## config.mk

```make
export PLATFORM = sky130hd
export DESIGN_NAME = three_channel_heater_slow_pwm
export DESIGN_NICKNAME = d
export VERILOG_FILES = /design/src/rtl/tcpwm_pkg.sv /design/src/rtl/tcpwm_front.sv /design/src/rtl/tcpwm_queue.sv /design/src/rtl/tcpwm_chan.sv /design/src/rtl/tcpwm_back.sv /design/src/rtl/three_channel_heater_slow_pwm.sv
export SDC_FILE = /design/constraint.sdc
export NUM_CORES = 1
export LEC_CHECK = 0
export BUFFER_PORTS_ARGS = -buffer_cell sky130_fd_sc_hd__buf_2
export CAP_MARGIN = 20
export CELL_PAD_IN_SITES_DETAIL_PLACEMENT = 1
export CELL_PAD_IN_SITES_GLOBAL_PLACEMENT = 1
export CORE_UTILIZATION = 49
export DETAILED_ROUTE_END_ITERATION = 7
export HOLD_SLACK_MARGIN = 0.06
export PLACE_DENSITY = 0.86
export REMOVE_ABC_BUFFERS = 1
export SYNTH_ARGS = -nofsm -noshare
export SYNTH_HDL_FRONTEND = slang
export SYNTH_SLANG_ARGS = --single-unit
```

## constraint.sdc

```tcl
create_clock -name clock -period 4.7 [get_ports clock]
set_clock_uncertainty 0.15 [all_clocks]
set_input_delay 0.47 -clock clock [delete_from_list [all_inputs] [get_ports clock]]
set_output_delay 0.47 -clock clock [all_outputs]
set_load 0.01 [all_outputs]
```

## src/rtl/tcpwm_pkg.sv

```systemverilog
`default_nettype none
package tcpwm_pkg;

   localparam int CSR_INDEX_W = 3;
   localparam int CSR_DATA_W  = 16;

   localparam logic [CSR_INDEX_W-1:0] CSR_STEAM_ENABLE      = 3'd0;
   localparam logic [CSR_INDEX_W-1:0] CSR_HOTWATER_ENABLE   = 3'd1;
   localparam logic [CSR_INDEX_W-1:0] CSR_EXTRUDE_ENABLE    = 3'd2;
   localparam logic [CSR_INDEX_W-1:0] CSR_STEAM_SHUTDOWN    = 3'd3;
   localparam logic [CSR_INDEX_W-1:0] CSR_HOTWATER_SHUTDOWN = 3'd4;

   localparam logic signed [15:0] SHUTDOWN_TEMP_RESET = 16'sd2000;
   localparam logic signed [7:0]  DRIVE_MAX           = 8'sd100;
   localparam int DRIVE_W         = 7;
   localparam int EXTRUDE_SCALE   = 4;
   localparam int EXTRUDE_SHIFT   = $clog2(EXTRUDE_SCALE);
   localparam int EXTRUDE_AMT_W   = 9;
   localparam int QUEUE_DEPTH     = 2;
   localparam int QUEUE_PTR_W     = $clog2(QUEUE_DEPTH);
   localparam int QUEUE_CNT_W     = $clog2(QUEUE_DEPTH + 1);

   typedef struct packed {
      logic signed [15:0] steam_temp;
      logic signed [15:0] hotwater_temp;
      logic               steam_sensor_fault;
      logic               hotwater_sensor_fault;
      logic               water_level_block;
      logic               extrude_block;
      logic signed [7:0]  steam_drive;
      logic signed [7:0]  hotwater_drive;
      logic signed [7:0]  extrude_drive;
   } req_type;

   typedef struct packed {
      logic steam_heater_on;
      logic hotwater_heater_on;
      logic extrude_heater_on;
      logic steam_heating_active;
      logic hotwater_heating_active;
      logic steam_shutdown;
      logic hotwater_shutdown;
   } rsp_type;

   // Classified tick handed from the front to the back.
   typedef struct packed {
      logic                     steam_act;
      logic                     hotwater_act;
      logic                     extrude_act;
      logic                     steam_shut;
      logic                     hotwater_shut;
      logic [DRIVE_W-1:0]       steam_amt;
      logic [DRIVE_W-1:0]       hotwater_amt;
      logic [EXTRUDE_AMT_W-1:0] extrude_amt;
   } cmd_type;

   function automatic logic [DRIVE_W-1:0] sat_drive(input logic signed [7:0] drive);
      logic [DRIVE_W-1:0] result;
      if (drive[7]) begin
         result = '0;
      end else if (drive > DRIVE_MAX) begin
         result = DRIVE_W'(DRIVE_MAX);
      end else begin
         result = drive[DRIVE_W-1:0];
      end
      return result;
   endfunction

endpackage
`default_nettype wire

```

## src/rtl/tcpwm_front.sv

```systemverilog
`default_nettype none
module tcpwm_front (
   input  wire logic                                clock,
   input  wire logic                                reset,
   input  wire logic                                csr_write_en,
   input  wire logic [tcpwm_pkg::CSR_INDEX_W-1:0]   csr_index,
   input  wire logic [tcpwm_pkg::CSR_DATA_W-1:0]    csr_wdata,
   input  wire tcpwm_pkg::req_type                  req_word,
   output tcpwm_pkg::cmd_type                       cmd
);

   logic               steam_en_ff;
   logic               hotwater_en_ff;
   logic               extrude_en_ff;
   logic signed [15:0] steam_thr_ff;
   logic signed [15:0] hotwater_thr_ff;

   always_ff @(posedge clock) begin
      if (reset) begin
         steam_en_ff     <= 1'b0;
         hotwater_en_ff  <= 1'b0;
         extrude_en_ff   <= 1'b0;
         steam_thr_ff    <= tcpwm_pkg::SHUTDOWN_TEMP_RESET;
         hotwater_thr_ff <= tcpwm_pkg::SHUTDOWN_TEMP_RESET;
      end else if (csr_write_en) begin
         case (csr_index)
            tcpwm_pkg::CSR_STEAM_ENABLE:      steam_en_ff     <= csr_wdata[0];
            tcpwm_pkg::CSR_HOTWATER_ENABLE:   hotwater_en_ff  <= csr_wdata[0];
            tcpwm_pkg::CSR_EXTRUDE_ENABLE:    extrude_en_ff   <= csr_wdata[0];
            tcpwm_pkg::CSR_STEAM_SHUTDOWN:    steam_thr_ff    <= $signed(csr_wdata);
            tcpwm_pkg::CSR_HOTWATER_SHUTDOWN: hotwater_thr_ff <= $signed(csr_wdata);
            default: ;
         endcase
      end
   end

   always_comb begin
      cmd.steam_shut    = (req_word.steam_temp >= steam_thr_ff) || req_word.steam_sensor_fault;
      cmd.hotwater_shut = (req_word.hotwater_temp >= hotwater_thr_ff)
                          || req_word.hotwater_sensor_fault;
      cmd.steam_act     = steam_en_ff && !cmd.steam_shut && !req_word.water_level_block;
      cmd.hotwater_act  = hotwater_en_ff && !cmd.hotwater_shut;
      cmd.extrude_act   = extrude_en_ff && !req_word.extrude_block;
      cmd.steam_amt     = tcpwm_pkg::sat_drive(req_word.steam_drive);
      cmd.hotwater_amt  = tcpwm_pkg::sat_drive(req_word.hotwater_drive);
      cmd.extrude_amt   = tcpwm_pkg::EXTRUDE_AMT_W'(tcpwm_pkg::sat_drive(req_word.extrude_drive))
                          << tcpwm_pkg::EXTRUDE_SHIFT;
   end

endmodule
`default_nettype wire

```

## src/rtl/tcpwm_queue.sv

```systemverilog
`default_nettype none
module tcpwm_queue (
   input  wire logic               clock,
   input  wire logic               reset,
   input  wire logic               push,
   input  wire tcpwm_pkg::cmd_type push_cmd,
   output logic                    full,
   input  wire logic               pop,
   output logic                    head_valid,
   output tcpwm_pkg::cmd_type      head_cmd
);

   tcpwm_pkg::cmd_type                   entries_ff [tcpwm_pkg::QUEUE_DEPTH];
   logic [tcpwm_pkg::QUEUE_PTR_W-1:0]    wr_ptr_ff;
   logic [tcpwm_pkg::QUEUE_PTR_W-1:0]    rd_ptr_ff;
   logic [tcpwm_pkg::QUEUE_CNT_W-1:0]    count_ff;
   logic [tcpwm_pkg::QUEUE_PTR_W-1:0]    wr_ptr_in;
   logic [tcpwm_pkg::QUEUE_PTR_W-1:0]    rd_ptr_in;
   logic [tcpwm_pkg::QUEUE_CNT_W-1:0]    count_in;

   assign full       = (count_ff == tcpwm_pkg::QUEUE_CNT_W'(tcpwm_pkg::QUEUE_DEPTH));
   assign head_valid = (count_ff != '0);
   assign head_cmd   = entries_ff[rd_ptr_ff];

   always_comb begin
      wr_ptr_in = wr_ptr_ff;
      rd_ptr_in = rd_ptr_ff;
      count_in  = count_ff;
      if (push) begin
         wr_ptr_in = (wr_ptr_ff == tcpwm_pkg::QUEUE_PTR_W'(tcpwm_pkg::QUEUE_DEPTH - 1))
                     ? '0 : wr_ptr_ff + 1'b1;
      end
      if (pop) begin
         rd_ptr_in = (rd_ptr_ff == tcpwm_pkg::QUEUE_PTR_W'(tcpwm_pkg::QUEUE_DEPTH - 1))
                     ? '0 : rd_ptr_ff + 1'b1;
      end
      if (push && !pop) begin
         count_in = count_ff + 1'b1;
      end else if (pop && !push) begin
         count_in = count_ff - 1'b1;
      end
   end

   always_ff @(posedge clock) begin
      if (reset) begin
         wr_ptr_ff <= '0;
         rd_ptr_ff <= '0;
         count_ff  <= '0;
      end else begin
         wr_ptr_ff <= wr_ptr_in;
         rd_ptr_ff <= rd_ptr_in;
         count_ff  <= count_in;
      end
   end

   always_ff @(posedge clock) begin
      if (push) begin
         entries_ff[wr_ptr_ff] <= push_cmd;
      end
   end

endmodule
`default_nettype wire

```

## src/rtl/tcpwm_chan.sv

```systemverilog
`default_nettype none
module tcpwm_chan #(
   parameter int PERIOD = 100,
   parameter int AW     = 7
) (
   input  wire logic          clock,
   input  wire logic          reset,
   input  wire logic          step,
   input  wire logic          act,
   input  wire logic [AW-1:0] amount,
   output logic               level_next
);

   localparam int CW = $clog2(PERIOD + 1);
   localparam int XW = ((CW > AW) ? CW : AW) + 1;
   localparam logic [CW-1:0] PERIOD_C = CW'(PERIOD);
   localparam logic [XW-1:0] PERIOD_X = XW'(PERIOD);

   logic [CW-1:0] count_ff;
   logic [CW-1:0] count_in;
   logic [CW-1:0] on_at_ff;
   logic [CW-1:0] on_at_in;
   logic          level_ff;
   logic [XW-1:0] amount_x;

   assign amount_x = XW'(amount);

   always_comb begin
      count_in   = count_ff;
      on_at_in   = on_at_ff;
      level_next = 1'b0;
      if (act) begin
         level_next = level_ff || (count_ff == on_at_ff);
         if (count_ff < PERIOD_C) begin
            count_in = count_ff + 1'b1;
         end else begin
            // Period end: drop the output and load the next on-time compare.
            level_next = 1'b0;
            count_in   = '0;
            on_at_in   = (amount_x >= PERIOD_X) ? '0 : CW'(PERIOD_X - amount_x);
         end
      end
   end

   always_ff @(posedge clock) begin
      if (reset) begin
         count_ff <= '0;
         on_at_ff <= '0;
         level_ff <= 1'b0;
      end else if (step) begin
         count_ff <= count_in;
         on_at_ff <= on_at_in;
         level_ff <= level_next;
      end
   end

endmodule
`default_nettype wire

```

## src/rtl/tcpwm_back.sv

```systemverilog
`default_nettype none
module tcpwm_back #(
   parameter int SHORT_PERIOD = 100,
   parameter int LONG_PERIOD  = 400
) (
   input  wire logic               clock,
   input  wire logic               reset,
   input  wire logic               cmd_valid,
   input  wire tcpwm_pkg::cmd_type cmd,
   output logic                    cmd_pop,
   output logic                    rsp_valid,
   input  wire logic               rsp_stall,
   output tcpwm_pkg::rsp_type      rsp_word
);

   logic               rsp_valid_ff;
   tcpwm_pkg::rsp_type rsp_word_ff;
   tcpwm_pkg::rsp_type rsp_word_in;
   logic               steam_lvl;
   logic               hotwater_lvl;
   logic               extrude_lvl;

   // A word moves on when the output register is empty or is being taken.
   assign cmd_pop = cmd_valid && (!rsp_valid_ff || !rsp_stall);

   tcpwm_chan #(.PERIOD(SHORT_PERIOD), .AW(tcpwm_pkg::DRIVE_W)) u_steam (
      .clock      (clock),
      .reset      (reset),
      .step       (cmd_pop),
      .act        (cmd.steam_act),
      .amount     (cmd.steam_amt),
      .level_next (steam_lvl)
   );

   tcpwm_chan #(.PERIOD(SHORT_PERIOD), .AW(tcpwm_pkg::DRIVE_W)) u_hotwater (
      .clock      (clock),
      .reset      (reset),
      .step       (cmd_pop),
      .act        (cmd.hotwater_act),
      .amount     (cmd.hotwater_amt),
      .level_next (hotwater_lvl)
   );

   tcpwm_chan #(.PERIOD(LONG_PERIOD), .AW(tcpwm_pkg::EXTRUDE_AMT_W)) u_extrude (
      .clock      (clock),
      .reset      (reset),
      .step       (cmd_pop),
      .act        (cmd.extrude_act),
      .amount     (cmd.extrude_amt),
      .level_next (extrude_lvl)
   );

   always_comb begin
      rsp_word_in.steam_heater_on         = steam_lvl;
      rsp_word_in.hotwater_heater_on      = hotwater_lvl;
      rsp_word_in.extrude_heater_on       = extrude_lvl;
      rsp_word_in.steam_heating_active    = cmd.steam_act;
      rsp_word_in.hotwater_heating_active = cmd.hotwater_act;
      rsp_word_in.steam_shutdown          = cmd.steam_shut;
      rsp_word_in.hotwater_shutdown       = cmd.hotwater_shut;
   end

   always_ff @(posedge clock) begin
      if (reset) begin
         rsp_valid_ff <= 1'b0;
      end else if (cmd_pop) begin
         rsp_valid_ff <= 1'b1;
      end else if (!rsp_stall) begin
         rsp_valid_ff <= 1'b0;
      end
   end

   always_ff @(posedge clock) begin
      if (cmd_pop) begin
         rsp_word_ff <= rsp_word_in;
      end
   end

   assign rsp_valid = rsp_valid_ff;
   assign rsp_word  = rsp_word_ff;

endmodule
`default_nettype wire

```

## src/rtl/three_channel_heater_slow_pwm.sv

```systemverilog
// An accepted word enters the queue; its result is registered at the output when popped.
// One word per cycle unless the output stalls; channel counters step once per popped word.
// A two-word queue separates the input classification from the channel update.
// Reset (synchronous, active high) clears all counters, compares, heater levels and the queue,
// disables all three channels and sets both shutdown thresholds to 2000.
`default_nettype none
module three_channel_heater_slow_pwm #(
   parameter int SHORT_PERIOD = 100,
   parameter int LONG_PERIOD  = 400
) (
   input  wire logic                              clock,
   input  wire logic                              reset,
   input  wire logic                              csr_write_en,
   input  wire logic [tcpwm_pkg::CSR_INDEX_W-1:0] csr_index,
   input  wire logic [tcpwm_pkg::CSR_DATA_W-1:0]  csr_wdata,
   input  wire logic                              req_valid,
   output logic                                   req_stall,
   input  wire tcpwm_pkg::req_type                req_word,
   output logic                                   rsp_valid,
   input  wire logic                              rsp_stall,
   output tcpwm_pkg::rsp_type                     rsp_word
);

   tcpwm_pkg::cmd_type front_cmd;
   tcpwm_pkg::cmd_type head_cmd;
   logic               queue_full;
   logic               head_valid;
   logic               cmd_pop;
   logic               push;

   assign req_stall = queue_full;
   assign push      = req_valid && !queue_full;

   tcpwm_front u_front (
      .clock        (clock),
      .reset        (reset),
      .csr_write_en (csr_write_en),
      .csr_index    (csr_index),
      .csr_wdata    (csr_wdata),
      .req_word     (req_word),
      .cmd          (front_cmd)
   );

   tcpwm_queue u_queue (
      .clock      (clock),
      .reset      (reset),
      .push       (push),
      .push_cmd   (front_cmd),
      .full       (queue_full),
      .pop        (cmd_pop),
      .head_valid (head_valid),
      .head_cmd   (head_cmd)
   );

   tcpwm_back #(.SHORT_PERIOD(SHORT_PERIOD), .LONG_PERIOD(LONG_PERIOD)) u_back (
      .clock     (clock),
      .reset     (reset),
      .cmd_valid (head_valid),
      .cmd       (head_cmd),
      .cmd_pop   (cmd_pop),
      .rsp_valid (rsp_valid),
      .rsp_stall (rsp_stall),
      .rsp_word  (rsp_word)
   );

endmodule
`default_nettype wire

```

==> metrics.md <==
| Metric | Value |
|---|---|
| Status | complete, no violations |
| FF/Latch Area | 0.00353 mm^2 |
| Compound-Gate Fraction of Synth Area | 13.4% |
| Critical path's slowest cell | dfxtp_2 |
| Grt met3 use | 6.46% |
| EDFF count, synth | 59 |
| Multiplexer share of the synthesized area | 5.02% |
| Final Max Tran Viols | 0 |
| Crit path max fanout | 45 |
| Setup crit end kind | flip-flop |
| Clk Tree Root Cell | clkbuf_16 |
| Multi-input gate area | 0.00343 mm^2 |
| Met2 Track Usage GR | 49.1% |
| Die width | 124 um |
| Post-synthesis simple-gate area fraction | 16.4% |
| Fraction of layout cells with a size suffix above 1 | 18.0% |
| I/O pin cnt | 93 |
| Antenna diodes | 0 |
| Main synth FF type | dfxtp_1 |
| Post-CTS Setup Bufs | 0 |
| Count leader, synth | dfxtp_1 |
| Adder-cell share of the synthesized area | 6.90% |
| CTS tree | done |
| First-pass GRT wire length | 30600 um |
| Input/output buffers | 92 |
| Initial core utilization | 50.1% |
| Clk sinks | 147 |
| Grt total ovfl | 0 |
| Synth cell types | 56 |
| Sw Share | 31.6% |
| Final setup fails | 0 |
| Vias in the first global route | 6245 |
| Comb pwr share | 23.7% |
| Largest family of logic cells by synthesized area | simple AND/OR/NAND/NOR gates |
| XOR/XNOR Fraction of Synth Area | 5.56% |
| Post-synth top area cell | edfxtp_1 |
| Core ar. | 0.0145 mm^2 |
| Pre-Repair DR Iteration Count | 4 |
| Total die area | 0.0153 mm^2 |
| Yosys top cell area share | 24.4% |
| Vias/cell | 5.69 |
| RePlAce Congestion | 0.857 |
| Final WL | 19200 um |
| Leak Pwr | 3.49 nW |
| Cells after Synth | 730 |
| 1st-iter DRT viols | 285 |
| Hold Crit Class | in -> reg |
| Fraction of registers with async set/reset | 0% |
| CP Class | reg -> reg |
| FF-to-FF setup slack | 1.78 ns |
| Final hold vios | 0 |
| WP data arrival | 3.09 ns |
| Die Span Y | 124 um |
| Resized Gates After CTS | 0 |
| Count of state elements after synthesis | 147 |
| Final core occ | 58.7% |
| Area Overhead vs Synth | 17.2% |
| GRT Util Overall | 26.7% |
| DR DRC count | 0 |
| Ys Warns | 0 |
| Max-cap violations | 0 |
| Pwr dens | 470 mW/mm^2 |
| RSZ-0062 raised after global routing | no |
| CTS buffer count | 17 |
| Reg power frac | 41.2% |
| Commonest cells post-synth | 88 x dfxtp_1, 83 x nand2_1, 60 x nor2_1 |
| Largest net degree at the start of global routing | 47 |
| Mean Syn Cell Area | 9.93 um^2 |
| Tightest Pin Transition | 1.01 ns |
| CTS clk-pin slew, worst paths | 0.06 ns |
| Max H-tree Level | 4 |
| Tcrit/Tclk final | 62.0% |
| Initial antenna violation count | 1 |
| Peak Freq | 343 MHz |
| Final min period | 2.92 ns |
| Required @ worst endpoint | 4.87 ns |
| Post-cts hold buffer count | 0 |
| Peak supply drop | 0.274 mV |
| Gr busiest metal | met2 |
| Site Rows | 44 |
| Clock Latency Late Sink | 0.44 ns |
| Net Switching | 1.26 mW |
| Setup_tns | 0 ns |
| Worst path max stage delay | 0.99 ns |
| Routed len/inst | 18.8 um |
| Sequential element share of the synthesized area | 48.7% |
| Ranking of synthesized cells by area | edfxtp_1 24%, dfxtp_1 24%, ha_1 6.9% |
| Int Pwr | 2.73 mW |
| Via Count | 5824 |
| Relative slew slack | 32.7% |
| Detailed Place HPWL | 14200 um |
| DRT antenna net count | 0 |
| CP cell instances | mux2_2, inv_1, ha_1, inv_1, a211oi_1, o21a_1, o221ai_1, a22o_1 |
| Part of the power in the clock network | 35.1% |
| Worst-case clock buffer depth | 2 |
| Post-Syn Area | 0.00725 mm^2 |
| CP most frequent cell | inv_1 |
| Fill count | 1633 |
| M1 GR Usage | 29.0% |
| Crit start category | flip-flop |
| Fin nets | 951 |
==> cell families (layout without fill, tap and decap cells) <==
family,after synthesis,in the layout
AOI/OAI and AO/OA,145,145
and+or+nand+nor,246,246
buffers and inverters,72,182
muxes,34,34
xor gates and xnor gates,46,46
DFF,147,147
adders and majority gates,40,40
==> cell type report <==
class                   instances  area share [%]
well taps                     184            2.71
clock buffers                  17            5.01
flip-flops and latches        147            41.6
multi-input cells             511            40.4
repair buffers                 95            5.68
inverters                      55            2.49
clock inverters                15            2.15
==> sequential cells by signal, summed over array words and instances (netlist names), 2 cells and up, named ones only <==
register                    flops
u_queue.entries_ff             52
u_front.hotwater_thr_ff        16
u_front.steam_thr_ff           16
u_back.u_extrude.count_ff       9
u_back.rsp_word                 7
u_back.u_extrude.on_at_ff       7
u_back.u_hotwater.count_ff      7
u_back.u_hotwater.on_at_ff      7
u_back.u_steam.count_ff         7
u_back.u_steam.on_at_ff         7
u_queue.count_ff                2
==> path summary, 6_finish.rpt <==
path,endpoint,start,depth (start not counted)
setup reg to reg,u_back.u_hotwater.on_at_ff[6]$_SDFFE_PP0P_,flip-flop,8
setup / recovery,u_back.u_hotwater.on_at_ff[6]$_SDFFE_PP0P_,flip-flop,8
hold / removal,u_front.steam_thr_ff[2]$_SDFFE_PP0P_,csr_wdata[2],3
hold reg to reg,u_front.hotwater_thr_ff[3]$_SDFFE_PP0P_,u_front.hotwater_thr_ff[3]$_SDFFE_PP0P_,2
==> cells in the final DEF (no fill, tap or decap), types with 4 or more instances in the layout <==
master	n
buf_2	92
dfxtp_1	87
nand2_1	83
nor2_1	59
edfxtp_1	59
inv_1	54
a21oi_1	48
ha_1	40
xor2_1	27
mux2i_1	20
nor3_1	20
xnor2_1	19
o211ai_1	19
a22o_1	17
clkbuf_16	17
o21ai_0	16
and2_1	13
mux2_2	12
and3_1	12
nand4_1	11
nor2b_1	10
a211oi_1	10
nor3b_1	7
or3_1	7
nor4_1	6
clkinv_4	6
nand2b_1	6
a31oi_1	6
a41oi_1	4
o21a_1	4
nand3_1	4
==> layer usage <==
metal / wire length [um] / vias to the layer above
met5: 0 / -
met4: 491 / 0
met3: 788 / 42
met2: 10200 / 119
met1: 7750 / 2860
li1: - / 2803
==> stage by stage <==
step	cells	setup WS [ns]	area, um^2	hold slack [ns]	total power, mW
after CTS	1024	1.75	8500	0.133	4.03
after detailed placement	992	1.78	7890	0.299	2.62
after global routing	1024	1.60	8500	0.149	4.19
final	1024	1.78	8500	0.147	4.00
after global placement	992	2.00	7890	0.296	2.53
after floorplan	713	1.75	7170	0.280	2.29
==> power groups by stage <==
stage          clock (mW)  combinational, mW  sequential, mW
6_report             1.40              0.948            1.65
3_5_place_dp            0              0.945            1.68
5_1_grt              1.47               1.05            1.67
2_1_floorplan           0              0.644            1.65
3_3_place_gp            0              0.871            1.66
4_1_cts              1.42              0.958            1.65
==> critical path, delay by kind of cell, from the launching register on <==
kind,cells,cell delay (ns)
compound gates,4,0.84
fa+ha+maj,1,0.20
flops,1,0.99
buf+inv,2,0.17
mux,1,0.44
(Power assumes the default switching activity.)
